## src/rtl/core/rrjq_pkg.sv

```systemverilog
`timescale 1ns / 1ps

package rrjq_pkg;

    localparam int ID_W        = 16;
    localparam int LIFE_W      = 10;
    localparam int STATUS_W    = 2;
    localparam int COUNT_OUT_W = 5;
    localparam int LIMIT_W     = 5;
    localparam int QUANTUM_W   = 10;
    localparam int CFG_IDX_W   = 2;
    localparam int CFG_DATA_W  = 10;
    localparam int IN_DATA_W   = 32;
    localparam int OUT_DATA_W  = 32;
    localparam int SLOT_W      = ID_W + LIFE_W;

    typedef enum logic [STATUS_W-1:0] {
        STATUS_ENQUEUED = 2'd0,
        STATUS_REJECTED = 2'd1,
        STATUS_SERVED   = 2'd2,
        STATUS_EMPTY    = 2'd3
    } status_t;

    typedef enum logic {
        ACT_PRODUCE = 1'b0,
        ACT_CONSUME = 1'b1
    } action_t;

    typedef enum logic {
        MODE_FCFS = 1'b0,
        MODE_RR   = 1'b1
    } mode_t;

    localparam logic [CFG_IDX_W-1:0] CFG_QUEUE_LIMIT = 2'd0;
    localparam logic [CFG_IDX_W-1:0] CFG_MODE        = 2'd1;
    localparam logic [CFG_IDX_W-1:0] CFG_QUANTUM     = 2'd2;

    typedef enum logic [1:0] {
        FSM_IDLE  = 2'b01,
        FSM_SERVE = 2'b10
    } fsm_t;

endpackage

```

## src/rtl/core/rrjq_ram.sv

```systemverilog
`timescale 1ns / 1ps

module rrjq_ram #(
    parameter int WIDTH = 26,
    parameter int DEPTH = 16
) (
    input  logic                     aclk,
    input  logic                     wr_en,
    input  logic [$clog2(DEPTH)-1:0] wr_addr,
    input  logic [WIDTH-1:0]         wr_data,
    input  logic [$clog2(DEPTH)-1:0] rd_addr,
    output logic [WIDTH-1:0]         rd_data
);

    logic [WIDTH-1:0] mem [DEPTH];

    always_ff @(posedge aclk) begin
        if (wr_en) begin
            mem[wr_addr] <= wr_data;
        end
        rd_data <= mem[rd_addr];
    end

endmodule

```

## src/rtl/core/round_robin_job_queue.sv

```systemverilog
`timescale 1ns / 1ps

// Channel  Dir  Handshake          Contents
// s_       in   s_tvalid/s_tready  tuser: action; tdata: job_id, job_life
// m_       out  m_tvalid/m_tready  tuser: status; tdata: id, units, done, count
// cfg_     in   cfg_wr_en          cfg_index selects queue_limit, mode, quantum
//
// A produce transfer, or a consume on an empty queue, registers its result
// in FSM_IDLE. A consume that serves a job goes through FSM_SERVE: the registered
// slot memory read of the head entry returns there, then the result is formed
// and a requeued job is written back at the tail. One job is handled at a time.
// Synchronous active-low reset clears state, pointers, count, valid flag and config;
// payload and slot memory need no clearing pass. A stalled result holds s_tready low.

module round_robin_job_queue
    import rrjq_pkg::*;
#(
    parameter int QUEUE_DEPTH = 16
) (
    input  logic                  aclk,
    input  logic                  aresetn,

    input  logic                  s_tvalid,
    output logic                  s_tready,
    input  logic [IN_DATA_W-1:0]  s_tdata,   // [15:0] job_id, [25:16] job_life, rest 0
    input  logic                  s_tuser,   // [0] action

    output logic                  m_tvalid,
    input  logic                  m_tready,
    output logic [OUT_DATA_W-1:0] m_tdata,   // [15:0] served_id, [25:16] served_units,
                                             // [26] job_done, [31:27] queue_count
    output logic [STATUS_W-1:0]   m_tuser,   // [1:0] status

    input  logic                  cfg_wr_en,
    input  logic [CFG_IDX_W-1:0]  cfg_index,
    input  logic [CFG_DATA_W-1:0] cfg_wr_data
);

    localparam int PTR_W = $clog2(QUEUE_DEPTH);
    localparam int CNT_W = $clog2(QUEUE_DEPTH + 1);
    localparam int CMP_W = (CNT_W > LIMIT_W) ? CNT_W : LIMIT_W;
    localparam logic [PTR_W-1:0] LAST_PTR = PTR_W'(QUEUE_DEPTH - 1);
    localparam logic [CMP_W-1:0] DEPTH_CMP = CMP_W'(QUEUE_DEPTH);

    // configuration
    logic [LIMIT_W-1:0]   queue_limit_reg;
    mode_t                mode_reg;
    logic [QUANTUM_W-1:0] quantum_reg;

    // control state
    fsm_t             fsm_reg, fsm_next;
    logic [PTR_W-1:0] head_reg, head_next;
    logic [PTR_W-1:0] tail_reg, tail_next;
    logic [CNT_W-1:0] count_reg, count_next;
    logic             m_valid_reg, m_valid_next;

    // result payload
    status_t               status_reg, status_next;
    logic [ID_W-1:0]       sid_reg, sid_next;
    logic [LIFE_W-1:0]     units_reg, units_next;
    logic                  done_reg, done_next;
    logic [COUNT_OUT_W-1:0] qcount_reg, qcount_next;

    // memory ports
    logic              mem_wr_en;
    logic [PTR_W-1:0]  mem_wr_addr;
    logic [SLOT_W-1:0] mem_wr_data;
    logic [SLOT_W-1:0] mem_rd_data;

    logic              in_xfer;
    action_t           in_action;
    logic [ID_W-1:0]   in_id;
    logic [LIFE_W-1:0] in_life;
    logic [CMP_W-1:0]  limit_cmp;
    logic [CMP_W-1:0]  eff_limit;
    logic [CMP_W-1:0]  count_cmp;
    logic [ID_W-1:0]   head_id;
    logic [LIFE_W-1:0] head_life;
    logic [LIFE_W-1:0] grant;
    logic [LIFE_W-1:0] left;
    logic [CNT_W+COUNT_OUT_W-1:0] count_ext;

    rrjq_ram #(
        .WIDTH (SLOT_W),
        .DEPTH (QUEUE_DEPTH)
    ) u_slots (
        .aclk    (aclk),
        .wr_en   (mem_wr_en),
        .wr_addr (mem_wr_addr),
        .wr_data (mem_wr_data),
        .rd_addr (head_reg),
        .rd_data (mem_rd_data)
    );

    assign s_tready  = (fsm_reg == FSM_IDLE) && (!m_valid_reg || m_tready);
    assign in_xfer   = s_tvalid && s_tready;
    assign in_action = action_t'(s_tuser);
    assign in_id     = s_tdata[ID_W-1:0];
    assign in_life   = s_tdata[ID_W+LIFE_W-1:ID_W];

    assign limit_cmp = CMP_W'(queue_limit_reg);
    assign eff_limit = (limit_cmp == '0 || limit_cmp > DEPTH_CMP) ? DEPTH_CMP : limit_cmp;
    assign count_cmp = CMP_W'(count_reg);

    assign head_id   = mem_rd_data[ID_W-1:0];
    assign head_life = mem_rd_data[SLOT_W-1:ID_W];

    always_comb begin
        if (mode_reg == MODE_FCFS) begin
            grant = head_life;
        end else begin
            grant = (head_life < quantum_reg) ? head_life : quantum_reg;
        end
        left = head_life - grant;
    end

    always_comb begin
        fsm_next     = fsm_reg;
        head_next    = head_reg;
        tail_next    = tail_reg;
        count_next   = count_reg;
        m_valid_next = m_valid_reg && !m_tready;
        status_next  = status_reg;
        sid_next     = sid_reg;
        units_next   = units_reg;
        done_next    = done_reg;
        mem_wr_en    = 1'b0;
        mem_wr_addr  = tail_reg;
        mem_wr_data  = {in_life, in_id};

        unique case (fsm_reg)
            FSM_IDLE: begin
                if (in_xfer) begin
                    sid_next   = '0;
                    units_next = '0;
                    done_next  = 1'b0;
                    if (in_action == ACT_PRODUCE) begin
                        m_valid_next = 1'b1;
                        if (count_cmp >= eff_limit) begin
                            status_next = STATUS_REJECTED;
                        end else begin
                            status_next = STATUS_ENQUEUED;
                            mem_wr_en   = 1'b1;
                            tail_next   = (tail_reg == LAST_PTR) ? '0 : tail_reg + 1'b1;
                            count_next  = count_reg + 1'b1;
                        end
                    end else if (count_reg == '0) begin
                        m_valid_next = 1'b1;
                        status_next  = STATUS_EMPTY;
                    end else begin
                        // head entry read is in flight
                        fsm_next = FSM_SERVE;
                    end
                end
            end
            FSM_SERVE: begin
                fsm_next     = FSM_IDLE;
                m_valid_next = 1'b1;
                status_next  = STATUS_SERVED;
                sid_next     = head_id;
                units_next   = grant;
                head_next    = (head_reg == LAST_PTR) ? '0 : head_reg + 1'b1;
                if (left == '0) begin
                    done_next  = 1'b1;
                    count_next = count_reg - 1'b1;
                end else begin
                    // requeue the remainder at the tail
                    done_next   = 1'b0;
                    mem_wr_en   = 1'b1;
                    mem_wr_data = {left, head_id};
                    tail_next   = (tail_reg == LAST_PTR) ? '0 : tail_reg + 1'b1;
                end
            end
            default: begin
                fsm_next = FSM_IDLE;
            end
        endcase
    end

    assign count_ext   = {{COUNT_OUT_W{1'b0}}, count_next};
    assign qcount_next = count_ext[COUNT_OUT_W-1:0];

    always_ff @(posedge aclk) begin
        if (!aresetn) begin
            fsm_reg         <= FSM_IDLE;
            head_reg        <= '0;
            tail_reg        <= '0;
            count_reg       <= '0;
            m_valid_reg     <= 1'b0;
            queue_limit_reg <= '0;
            mode_reg        <= MODE_FCFS;
            quantum_reg     <= QUANTUM_W'(1);
        end else begin
            fsm_reg     <= fsm_next;
            head_reg    <= head_next;
            tail_reg    <= tail_next;
            count_reg   <= count_next;
            m_valid_reg <= m_valid_next;
            if (cfg_wr_en) begin
                case (cfg_index)
                    CFG_QUEUE_LIMIT: queue_limit_reg <= cfg_wr_data[LIMIT_W-1:0];
                    CFG_MODE:        mode_reg        <= mode_t'(cfg_wr_data[0]);
                    CFG_QUANTUM:     quantum_reg     <= cfg_wr_data[QUANTUM_W-1:0];
                    default:         ;
                endcase
            end
        end
    end

    always_ff @(posedge aclk) begin
        status_reg <= status_next;
        sid_reg    <= sid_next;
        units_reg  <= units_next;
        done_reg   <= done_next;
        if (m_valid_next && !(m_valid_reg && !m_tready)) begin
            qcount_reg <= qcount_next;
        end
    end

    assign m_tvalid = m_valid_reg;
    assign m_tuser  = status_reg;
    assign m_tdata  = {qcount_reg, done_reg, units_reg, sid_reg};

endmodule

```

## config.mk

```make
export PLATFORM = sky130hd
export DESIGN_NAME = round_robin_job_queue
export DESIGN_NICKNAME = d
export VERILOG_FILES = /design/src/rtl/core/rrjq_pkg.sv /design/src/rtl/core/rrjq_ram.sv /design/src/rtl/core/round_robin_job_queue.sv
export SDC_FILE = /design/constraint.sdc
export NUM_CORES = 1
export LEC_CHECK = 0
export BUFFER_PORTS_ARGS = -buffer_cell sky130_fd_sc_hd__buf_2
export CORE_ASPECT_RATIO = 1.4
export CORE_MARGIN = 10
export CORE_UTILIZATION = 45
export DETAILED_ROUTE_END_ITERATION = 8
export GPL_TIMING_DRIVEN = 1
export SYNTH_ARGS = -nofsm -noshare
export SYNTH_HDL_FRONTEND = slang
export SYNTH_HIERARCHICAL = 1
export SYNTH_SLANG_ARGS = --single-unit
```

## constraint.sdc

```tcl
create_clock -name aclk -period 9.9 [get_ports aclk]
set_input_delay 2.475 -clock aclk [delete_from_list [all_inputs] [get_ports aclk]]
set_output_delay 2.475 -clock aclk [all_outputs]
set_load 0.01 [all_outputs]
```

==> qor.yml, run 1 <==
worstHoldPathCells: 2
finalMaxSlewViolations: 0
fillers: 3671
worstMarginPinSlew_ns: 1.27
wire_per_inst_um: 24.8
fin_nets: 1303
final-setup-viol-count: 0
path_common_cell: "a21o_1"
rsz0062_at_grt: "false"
drtIter0Drc: 725
multi_input_area_um2: 5680
io_pins: 86
core_area_um2: 45200
period_minus_slack_ns: 7.36
synthTopCellsByCount: "450 x edfxtp_1, 68 x mux4_2, 58 x dfxtp_1"
status: "finished clean"
totalWireLength_um: 46400
antenna_found_initial: 1
r2r_start: "quantum_reg[2]$_SDFFE_PN0P_"
slew_headroom: 0.128
slowest_stage: "nor3_2"
floorplan.die_area_um2: 55100
critical_path_class: "reg2reg"
hold_viol_final: 0
p_leak_nw: 7.87
synth_area_um2: 20700
cts-root-buf: "clkbuf_16"
cp.arrival_ns: 7.56
area_growth_pct: 13.2
yosysWarnings: 6
cts_hold_buf: 0
clockBufferDepth: 3
synth_edf_count: 450
grt_use_total: 0.169
synthArstFlopShare: 0
post-synth-top-count-cell: "edfxtp_1"
min_from: "quantum_reg[0]$_SDFFE_PN1P_"
grt_pass1_vias: 11200
diodes: 0
grt_max_degree: 78
synth_top_area_frac: 0.653
fp.dieH_um: 274
cts.sink_count: 508
syn_nets: 1208
rr_endpoint: "u_slots/mem[12][10]$_DFFE_PP_"
synth_seq_area_share: 0.709
dp_cells: 1783
port-buffer-count: 79
avgSynthCellArea_um2: 18.4
stdcell_count: 1870
drt_first_pass_iters: 5
cts_resized: 0
seqCellArea_um2: 14700
postCtsSetupBuffers: 0
r2r_setup_slack_ns: 2.54
die_w_um: 201
min_to: "quantum_reg[0]$_SDFFE_PN1P_"
power_density_nw_per_um2: 198
dp_hpwl_um: 26300
syn_inst: 1126
slowest_delay_ns: 0.86
r2r_cells: 21
max_freq_ghz: 0.136
max-vdd-ir-drop_v: 0.000104
start_util: 0.458
period_share: 0.744
grt_pass1_wl_um: 70200
clk_latency_ns: 0.56
hold_path_class: "reg2reg"
cts_tree: "done"
cp_cell_sequence: "inv_1, ha_1, a21o_1, a31oi_1, o21ai_0, a21o_1, nand2_1, mux2_2, ha_1, fa_1, nand2b_1, a21o_1, o2bb2ai_1, xnor2_1, nand4bb_2, o21ai_4, buf_4, a21oi_1, nand3_1, nor3_2, buf_4"
tns_ns: 0
worstPathRequired_ns: 10.10
clock_skew_ns: 0.0212
synthFlopType: "edfxtp_1"
postRouteAntennaNets: 0
max_cap_violations: 0
grt_overflow: 0
end_kind: "flop"
fp-row-count: 92
synth_top_cell_by_area: "edfxtp_1"
whs_ns: 0.522
yosysUniqueCellTypes: 66
path_clk_slew_ns: 0.06
yosys-top-cells-area: "edfxtp_1 65%, mux4_2 7.4%, dfxtp_1 5.6%, mux4_1 4.6%, a22oi_1 1.9%"
largest_register_ffs: 416
crit_fanout: 19
via_per_inst: 5.73
h-tree-depth: 2
synth_seq_cells: 508
gp_congestion: 0.769
cts_made_buffers: 47
startpoint_type: "flop"
drive_gt1_frac: 0.236
via_count: 10700
drcViolationCount: 0
per-layer routing:
metal | part of all wire | GRT usage
met4 | 0.021 | 0.0482
met2 | 0.51 | 0.292
met3 | 0.046 | 0.0270
met5 | 0.00028 | 0
met1 | 0.42 | 0.215
how the worst max path moves through the flow:
stage | startpoint | to
final | quantum_reg[2]$_SDFFE_PN0P_ | u_slots/mem[12][10]$_DFFE_PP_
after global routing | quantum_reg[2]$_SDFFE_PN0P_ | u_slots/mem[12][2]$_DFFE_PP_
after CTS | quantum_reg[2]$_SDFFE_PN0P_ | u_slots/mem[12][2]$_DFFE_PP_
after detailed placement | quantum_reg[2]$_SDFFE_PN0P_ | u_slots/mem[12][0]$_DFFE_PP_
after global placement | quantum_reg[2]$_SDFFE_PN0P_ | u_slots/mem[12][2]$_DFFE_PP_
after floorplan | quantum_reg[4]$_SDFFE_PN0P_ | u_slots/mem[0][0]$_DFFE_PP_
layout make-up:
class / count / share of cell area
inverter: 30 / 0.00481
multi-input combinational: 532 / 0.243
clock buffer: 65 / 0.0575
sequential: 508 / 0.627
tap: 611 / 0.0326
clock inverter: 22 / 0.0115
timing repair buffer: 102 / 0.0242
stage by stage:
stage / instance area [um^2] / power, mW / util / setup slack (ns)
2_1_floorplan: 20700 / 2.67 / - / 3.09
3_3_place_gp: 21800 / 2.79 / 0.482 / 2.54
3_5_place_dp: 21800 / 2.79 / 0.482 / 2.45
4_1_cts: 23400 / 4.68 / 0.518 / 2.43
5_1_grt: 23400 / 4.80 / 0.518 / 2.12
6_report: 23400 / 4.63 / 0.518 / 2.54
layout by cell type, fill, tap and decap left out, drive strengths merged, types with 4 or more instances in the layout:
cell	instances
o211a	5
o211ai	5
or3	7
mux2	21
edfxtp	450
nand3	12
a31oi	9
xor2	5
inv	30
nand3b	6
a211oi	6
nor2	53
dfxtp	58
nand2b	13
buf	102
o21ai	16
clkbuf	65
a21oi	14
nand2	45
ha	31
mux4	104
nor2b	4
mux2i	33
a21o	7
clkinv	13
bufinv	6
and2	22
nor3	11
a22oi	53
o311ai	5
cells by family (layout without fill, tap and decap cells):
logic type,after synthesis,count (layout),synth area share
XOR/XNOR,8,8,0.00339
adder cells (fa/ha/maj),32,32,0.0197
AO/OA/AOI/OAI,140,140,0.0501
multiplexers,158,158,0.147
AND/OR/NAND/NOR,194,194,0.0478
buffers and inverters,86,219,0.0231
flip-flops,508,508,0.709
critical path: cells and delay by family (launching register included):
family,cells,cell delay (ns)
and+or+nand+nor,5,2.22
AOI/OAI and AO/OA,8,1.57
adders and majority gates,3,0.92
buffers and inverters,3,0.90
xor gates and xnor gates,1,0.57
muxes,1,0.42
DFF,1,0.36
where the power goes:
| part | switching (mW) | total (mW) | internal (mW) |
|---|---|---|---|
| registers | 0.0248 | 2.42 | 2.39 |
| clock network | 0.773 | 1.88 | 1.11 |
| logic | 0.206 | 0.328 | 0.122 |
| total | 1.00 | 4.63 | 3.62 |
(Power assumes the default switching activity.)
==> run 2: changes to the inputs <==
- ABC_AREA: not set -> 1
- clock period: 9.9 -> 6.6 ns (I/O delays scaled with it)
==> run 2 against run 1 <==
Clock skew rose by 0.00056 ns. Core utilization fell by 0.95 points. Count of clock-buffer cells in the layout fell by 2.
==> qor.yml, run 2 <==
drt_first_pass_iters: 5  # unchanged
io_pins: 86  # unchanged
synth_top_area_frac: 0.598  # -0.0550
post_synth_xor_area_fraction: 0.000387  # -0.00300
wl_met3_um: 2940  # +37%
fillers: 4356  # +19%
rsz0062_at_grt: "false"
hold_path_class: "reg2reg"
core_area_um2: 49900  # +10%
r2r_cells: 23  # +9.5%
worstMarginPinSlew_ns: 1.11  # -0.165 ns
crit_fanout: 14  # -5
startpoint_type: "flop"
dp_hpwl_um: 31400  # +20%
grt_overflow: 0  # unchanged
floorplan.die_area_um2: 59700  # +8.4%
cts_tree: "done"
syn_inst: 2273  # +100%
avgSynthCellArea_um2: 9.94  # -46%
cp_cell_sequence: "inv_1, ha_1, a21o_1, nor2_1, nand3_1, nand2_1, inv_1, o21ai_0, ha_1, nand2_1, inv_1, nand2_1, nand2_1, nand2_1, nand3_1, nand3_1, nand2_2, nand2_2, nand2_4, a21oi_1, nand3_1, nor2_4, buf_4"
endpoint: "u_slots/mem[13][3]$_DFFE_PP_"
cts.sink_count: 508  # unchanged
cts_resized: 0  # unchanged
whs_ns: 0.489  # -0.0337 ns
synth_top_family_by_area: "simple AND/OR/NAND/NOR gates"
clk_latency_ns: 0.58  # +0.02 ns
diodes: 0  # unchanged
grt_max_degree: 115  # +47%
totalWireLength_um: 54300  # +17%
worst-path-stages: 23  # +9.5%
grt_pass1_vias: 14900  # +33%
clockBufferDepth: 3  # unchanged
antenna_found_initial: 0  # -1
drive_gt1_frac: 0.100  # -0.136
syn_nets: 2355  # +95%
path_clk_slew_ns: 0.06  # about the same
slew_headroom: 0.257  # +0.129
hold_viol_final: 0  # unchanged
wire_per_inst_um: 17.9  # -28%
slowest_delay_ns: 0.58  # -0.28 ns
yosysWarnings: 6  # unchanged
postRouteAntennaNets: 0  # unchanged
power_density_nw_per_um2: 315  # +59%
final-setup-viol-count: 0  # unchanged
setup_slack_ns: 1.21  # -1.32 ns
dr_wl_met2_um: 27000  # +14%
final_common_cell: "nand2_1"
cts_made_buffers: 49  # +4.3%
synthArstFlopShare: 0  # unchanged
dp_cells: 2933  # +64%
r2r_start: "quantum_reg[9]$_SDFFE_PN0P_"
end_kind: "flop"
drcViolationCount: 0  # unchanged
cp_num_buf_inv: 4  # +1
finalMaxSlewViolations: 0  # unchanged
slowest_stage: "nor2_4"
fp-row-count: 97  # +5.4%
start_util: 0.453  # -0.00444
synth_top_cell_by_area: "edfxtp_1"
critical_path_class: "reg2reg"
gp_congestion: 0.892  # +16%
synthFlopType: "edfxtp_1"
status: "finished clean"
pre_cts_ws_ns: 1.28  # -1.17 ns
die_w_um: 209  # +4.0%
synth_fa_ha_area_frac: 0.0180  # -0.00166
routed.top_layer: "met4"
max_freq_ghz: 0.186  # +37%
synth_seq_area_share: 0.649  # -0.0597
rr_endpoint: "u_slots/mem[13][3]$_DFFE_PP_"
drtIter0Drc: 1160  # +60%
clock_skew_ns: 0.0218  # +0.000565 ns
worstPathRequired_ns: 6.87  # -3.23 ns
wl_met1_um: 22900  # +17%
path_common_cell: "nand2_1"
period_minus_slack_ns: 5.39  # -1.98 ns
stdcell_count: 3024  # +62%
max_cap_violations: 0  # unchanged
fin_nets: 2423  # +86%
yosys.area_share.simple: 0.211  # +0.163
crit_start: "quantum_reg[9]$_SDFFE_PN0P_"
synth_edf_count: 450  # unchanged
synth_area_um2: 22600  # +9.2%
p_leak_nw: 11.0  # +39%
cpLargestDelayFamily: "simple AND/OR/NAND/NOR gates"
r2r_setup_slack_ns: 1.21  # -1.32 ns
synth_seq_cells: 508  # unchanged
h-tree-depth: 2  # unchanged
via_per_inst: 5.09  # -11%
postCtsSetupBuffers: 0  # unchanged
area_growth_pct: 12.2
port-buffer-count: 79  # unchanged
synth_mux_area_frac: 0.0121  # -0.135
layout_common_cells: "672 x nand2_1, 450 x edfxtp_1, 400 x inv_1"
post-route-util: 0.508  # -0.00955
period_share: 0.816  # +0.0724
cts-root-buf: "clkbuf_16"
cts_hold_buf: 0  # unchanged
grt_pass1_wl_um: 83800  # +19%
synthTopCellsByCount: "672 x nand2_1, 450 x edfxtp_1, 400 x inv_1"
tns_ns: 0  # unchanged
max-vdd-ir-drop_v: 0.000233  # +130%
cp.arrival_ns: 5.66  # -1.90 ns
fp.dieH_um: 285  # +4.2%
synth_compound_area_frac: 0.0205  # -0.0296
yosysUniqueCellTypes: 43  # -35%
via_count: 15400  # +44%
grt_use_total: 0.177  # +0.00832
largest_register_ffs: 416  # unchanged
post-synth-top-count-cell: "nand2_1"
yosys-top-cells-area: "edfxtp_1 60%, nand2_1 11%, nand3_1 7.6%, inv_1 6.6%, dfxtp_1 5.1%"
[run 2: cell count changes in the layout (fill, tap and decap cells not counted), moves of 19 or more]
cell / change
a21oi_1: +19
a22oi_1: -53
mux2i_1: -32
nand2_1: +627
inv_1: +371
mux4_2: -68
mux4_1: -36
and2_1: -21
o21ai_0: +22
nand3_1: +329
[run 2: routing by layer]
metal	vias up	track usage
li1	7506	-
met1	7355	0.223
met2	439	0.310
met3	100	0.0235
met4	0	0.0528
met5	-	0
[run 2: tightest hold or removal path: stages (launching register included)]
cell     delay, ns
dfxtp_1       0.31
inv_1         0.07
a21oi_1       0.07
[run 2: cells by family after synthesis]
kind of cell | Yosys count
mux | 19
buf+inv | 505
compound gates | 86
fa+ha+maj | 32
flops | 508
xor+xnor | 1
simple gates | 1122
[run 2: final cells by class]
class | instances | area (um^2) | share of cell area
inverters | 409 | 1540 | 0.0609
multi-input cells | 1260 | 6050 | 0.239
repair buffers | 113 | 763 | 0.0301
flip-flops and latches | 508 | 14700 | 0.579
clock buffers | 63 | 1290 | 0.0508
well taps | 643 | 805 | 0.0317
clock inverters | 28 | 223 | 0.00878
[run 2: power by group]
part           internal, mW  switching (mW)
Clock                  1.50            1.17
Combinational         0.448           0.977
Sequential             3.78           0.110
Total                  5.72            2.26
[run 2: worst min-delay path by stage]
| stage | start | to | slack, ns | cells past startpoint |
|---|---|---|---|---|
| after floorplan | limit_cmp[0]$_SDFFE_PN0P_ | limit_cmp[0]$_SDFFE_PN0P_ | 0.44 | 2 |
| after global placement | limit_cmp[0]$_SDFFE_PN0P_ | limit_cmp[0]$_SDFFE_PN0P_ | 0.46 | 2 |
| after detailed placement | limit_cmp[0]$_SDFFE_PN0P_ | limit_cmp[0]$_SDFFE_PN0P_ | 0.48 | 2 |
| after CTS | limit_cmp[0]$_SDFFE_PN0P_ | limit_cmp[0]$_SDFFE_PN0P_ | 0.48 | 2 |
| after global routing | quantum_reg[6]$_SDFFE_PN0P_ | quantum_reg[6]$_SDFFE_PN0P_ | 0.51 | 2 |
| final | limit_cmp[0]$_SDFFE_PN0P_ | limit_cmp[0]$_SDFFE_PN0P_ | 0.49 | 2 |
[run 2: through the flow]
stage,cell area [um^2],power [mW]
global placement,23800,5.35
global route,25400,8.36
finish,25400,7.98
CTS,25400,8.04
floorplan,22600,4.89
detailed placement,23800,5.39
==> run 3: changes to the inputs <==
- clock period: 6.6 -> 5 ns (I/O delays scaled with it)
==> run 3 against run 2 <==
Worst setup slack worse by 0.74 ns. Routed wire length up 3.0%. Combinational power up 35%. Core utilization up 0.82 points. Flip-flop and latch count unchanged. Hold slack worse by 0.0027 ns. Largest cell class unchanged. Largest power group unchanged.
==> qor.yml, run 3 (synthesis results as in run 2) <==
grt_pass1_vias: 15100  # +0.78%
cts.sink_count: 508  # unchanged
cts_resized: 0  # unchanged
clk_latency_ns: 0.58  # about the same
die_w_um: 209  # unchanged
power_density_nw_per_um2: 420  # +33%
max_cap_violations: 0  # unchanged
start_util: 0.453  # unchanged
postCtsSetupBuffers: 0  # unchanged
diodes: 0  # unchanged
wire_per_inst_um: 18.4  # +2.3%
io_pins: 86  # unchanged
largest_register_ffs: 416  # unchanged
worstMarginPinSlew_ns: 0.986  # -0.121 ns
hold_path_class: "reg2reg"
fin_nets: 2446  # +0.95%
via_per_inst: 5.13  # +0.65%
grt_max_degree: 166  # +44%
final_common_cell: "nand2_1"
rsz0062_at_grt: "false"
setup_slack_ns: 0.474  # -0.739 ns
via_count: 15600  # +1.3%
end_kind: "flop"
period_minus_slack_ns: 4.53  # -0.861 ns
finalMaxSlewViolations: 0  # unchanged
p_leak_nw: 11.2  # +1.9%
max-vdd-ir-drop_v: 0.000373  # +60%
cts_made_buffers: 49  # unchanged
postRouteAntennaNets: 0  # unchanged
drtIter0Drc: 1232  # +6.2%
gp_congestion: 0.885  # -0.84%
grt_use_total: 0.182  # +0.00540
hold_viol_final: 0  # unchanged
cp.arrival_ns: 4.79  # -0.87 ns
fp-row-count: 97  # unchanged
cts_tree: "done"
status: "finished clean"
max_freq_ghz: 0.221  # +19%
cts_hold_buf: 0  # unchanged
grt_pass1_wl_um: 85200  # +1.7%
period_share: 0.905  # +0.0890
cts-root-buf: "clkbuf_16"
floorplan.die_area_um2: 59700  # unchanged
worstPathRequired_ns: 5.26  # -1.61 ns
dp_cells: 2956  # +0.78%
final-setup-viol-count: 0  # unchanged
drt_first_pass_iters: 6  # +1
startpoint_type: "flop"
clockBufferDepth: 3  # unchanged
drcViolationCount: 0  # unchanged
fp.dieH_um: 285  # unchanged
layout_common_cells: "671 x nand2_1, 450 x edfxtp_1, 399 x inv_1"
pre_cts_ws_ns: 0.347  # -0.933 ns
antenna_found_initial: 0  # unchanged
core_area_um2: 49900  # unchanged
path_clk_slew_ns: 0.06  # about the same
area_growth_pct: 14.0
port-buffer-count: 79  # unchanged
crit_fanout: 15  # +1
slew_headroom: 0.343  # +0.0854
totalWireLength_um: 55900  # +3.0%
drive_gt1_frac: 0.113  # +0.0133
critical_path_class: "reg2reg"
h-tree-depth: 2  # unchanged
grt_overflow: 0  # unchanged
dp_hpwl_um: 32200  # +2.4%
stdcell_count: 3044  # +0.66%
clock_skew_ns: 0.0245  # +0.00266 ns
tns_ns: 0  # unchanged
-- run 3: changes by cell type in the layout (fill, tap and decap cells not counted), sizes merged --
cell,change
buf,+23
clkinvlp,+1
inv,+1
clkinv,-6
clkbuf,-3
bufinv,+4
-- run 3: metrics by stage --
stage                util  power, mW  hold slack [ns]  instance area, um^2
finish              0.516       10.8            0.486                25800
global route        0.516       11.3            0.511                25800
CTS                 0.516       10.9            0.481                25800
detailed placement  0.484       7.16            0.473                24100
global placement    0.484       7.10            0.463                24100
floorplan               -       6.45            0.440                22600
-- run 3: layer usage --
layer / wire [um] / GRT usage / up-vias
li1: - / - / 7562
met1: 22600 / 0.221 / 7470
met2: 28600 / 0.328 / 461
met3: 3330 / 0.0261 / 109
met4: 1370 / 0.0560 / 0
met5: 0 / 0 / -
-- run 3: area by class of cell --
class,instances,area (um^2)
Fill cell,4337,24100
Sequential cell,508,14700
Multi-Input combinational cell,1260,6050
Inverter,409,1540
Clock buffer,60,1300
Timing Repair Buffer,136,1060
Tap cell,643,805
Clock inverter,28,322
-- run 3: report_power, final --
group          switching (mW)  internal (mW)
Sequential              0.152           4.98
Combinational            1.29          0.629
Clock                    1.56           2.20
Total                    3.00           7.82
-- run 3: worst max-delay path: stages (launching register included) --
cell	delay, ns
dfxtp_1	0.36
inv_1	0.09
ha_1	0.30
nand2_1	0.08
nor2_1	0.16
nand3_1	0.10
nand3_1	0.13
nand2_2	0.15
inv_2	0.20
o21ai_0	0.14
ha_1	0.39
nand2_1	0.13
nor3_1	0.25
nand3_1	0.11
nand3_1	0.15
inv_1	0.05
nand2_1	0.07
nand2_2	0.13
nand2_2	0.11
nand2_4	0.06
a21oi_1	0.15
buf_4	0.16
nand2_1	0.23
nor2_4	0.30
buf_12	0.21
-- run 3: path summary, 6_finish.rpt --
path	slack, ns	startpoint	depth (start not counted)	endpoint
worst min register to register	0.49	limit_cmp[4]$_SDFFE_PN0P_	2	limit_cmp[4]$_SDFFE_PN0P_
worst min-delay path	0.49	limit_cmp[4]$_SDFFE_PN0P_	2	limit_cmp[4]$_SDFFE_PN0P_
worst max-delay path	0.47	quantum_reg[9]$_SDFFE_PN0P_	24	u_slots/mem[3][14]$_DFFE_PP_
worst max register to register	0.47	quantum_reg[9]$_SDFFE_PN0P_	24	u_slots/mem[3][14]$_DFFE_PP_
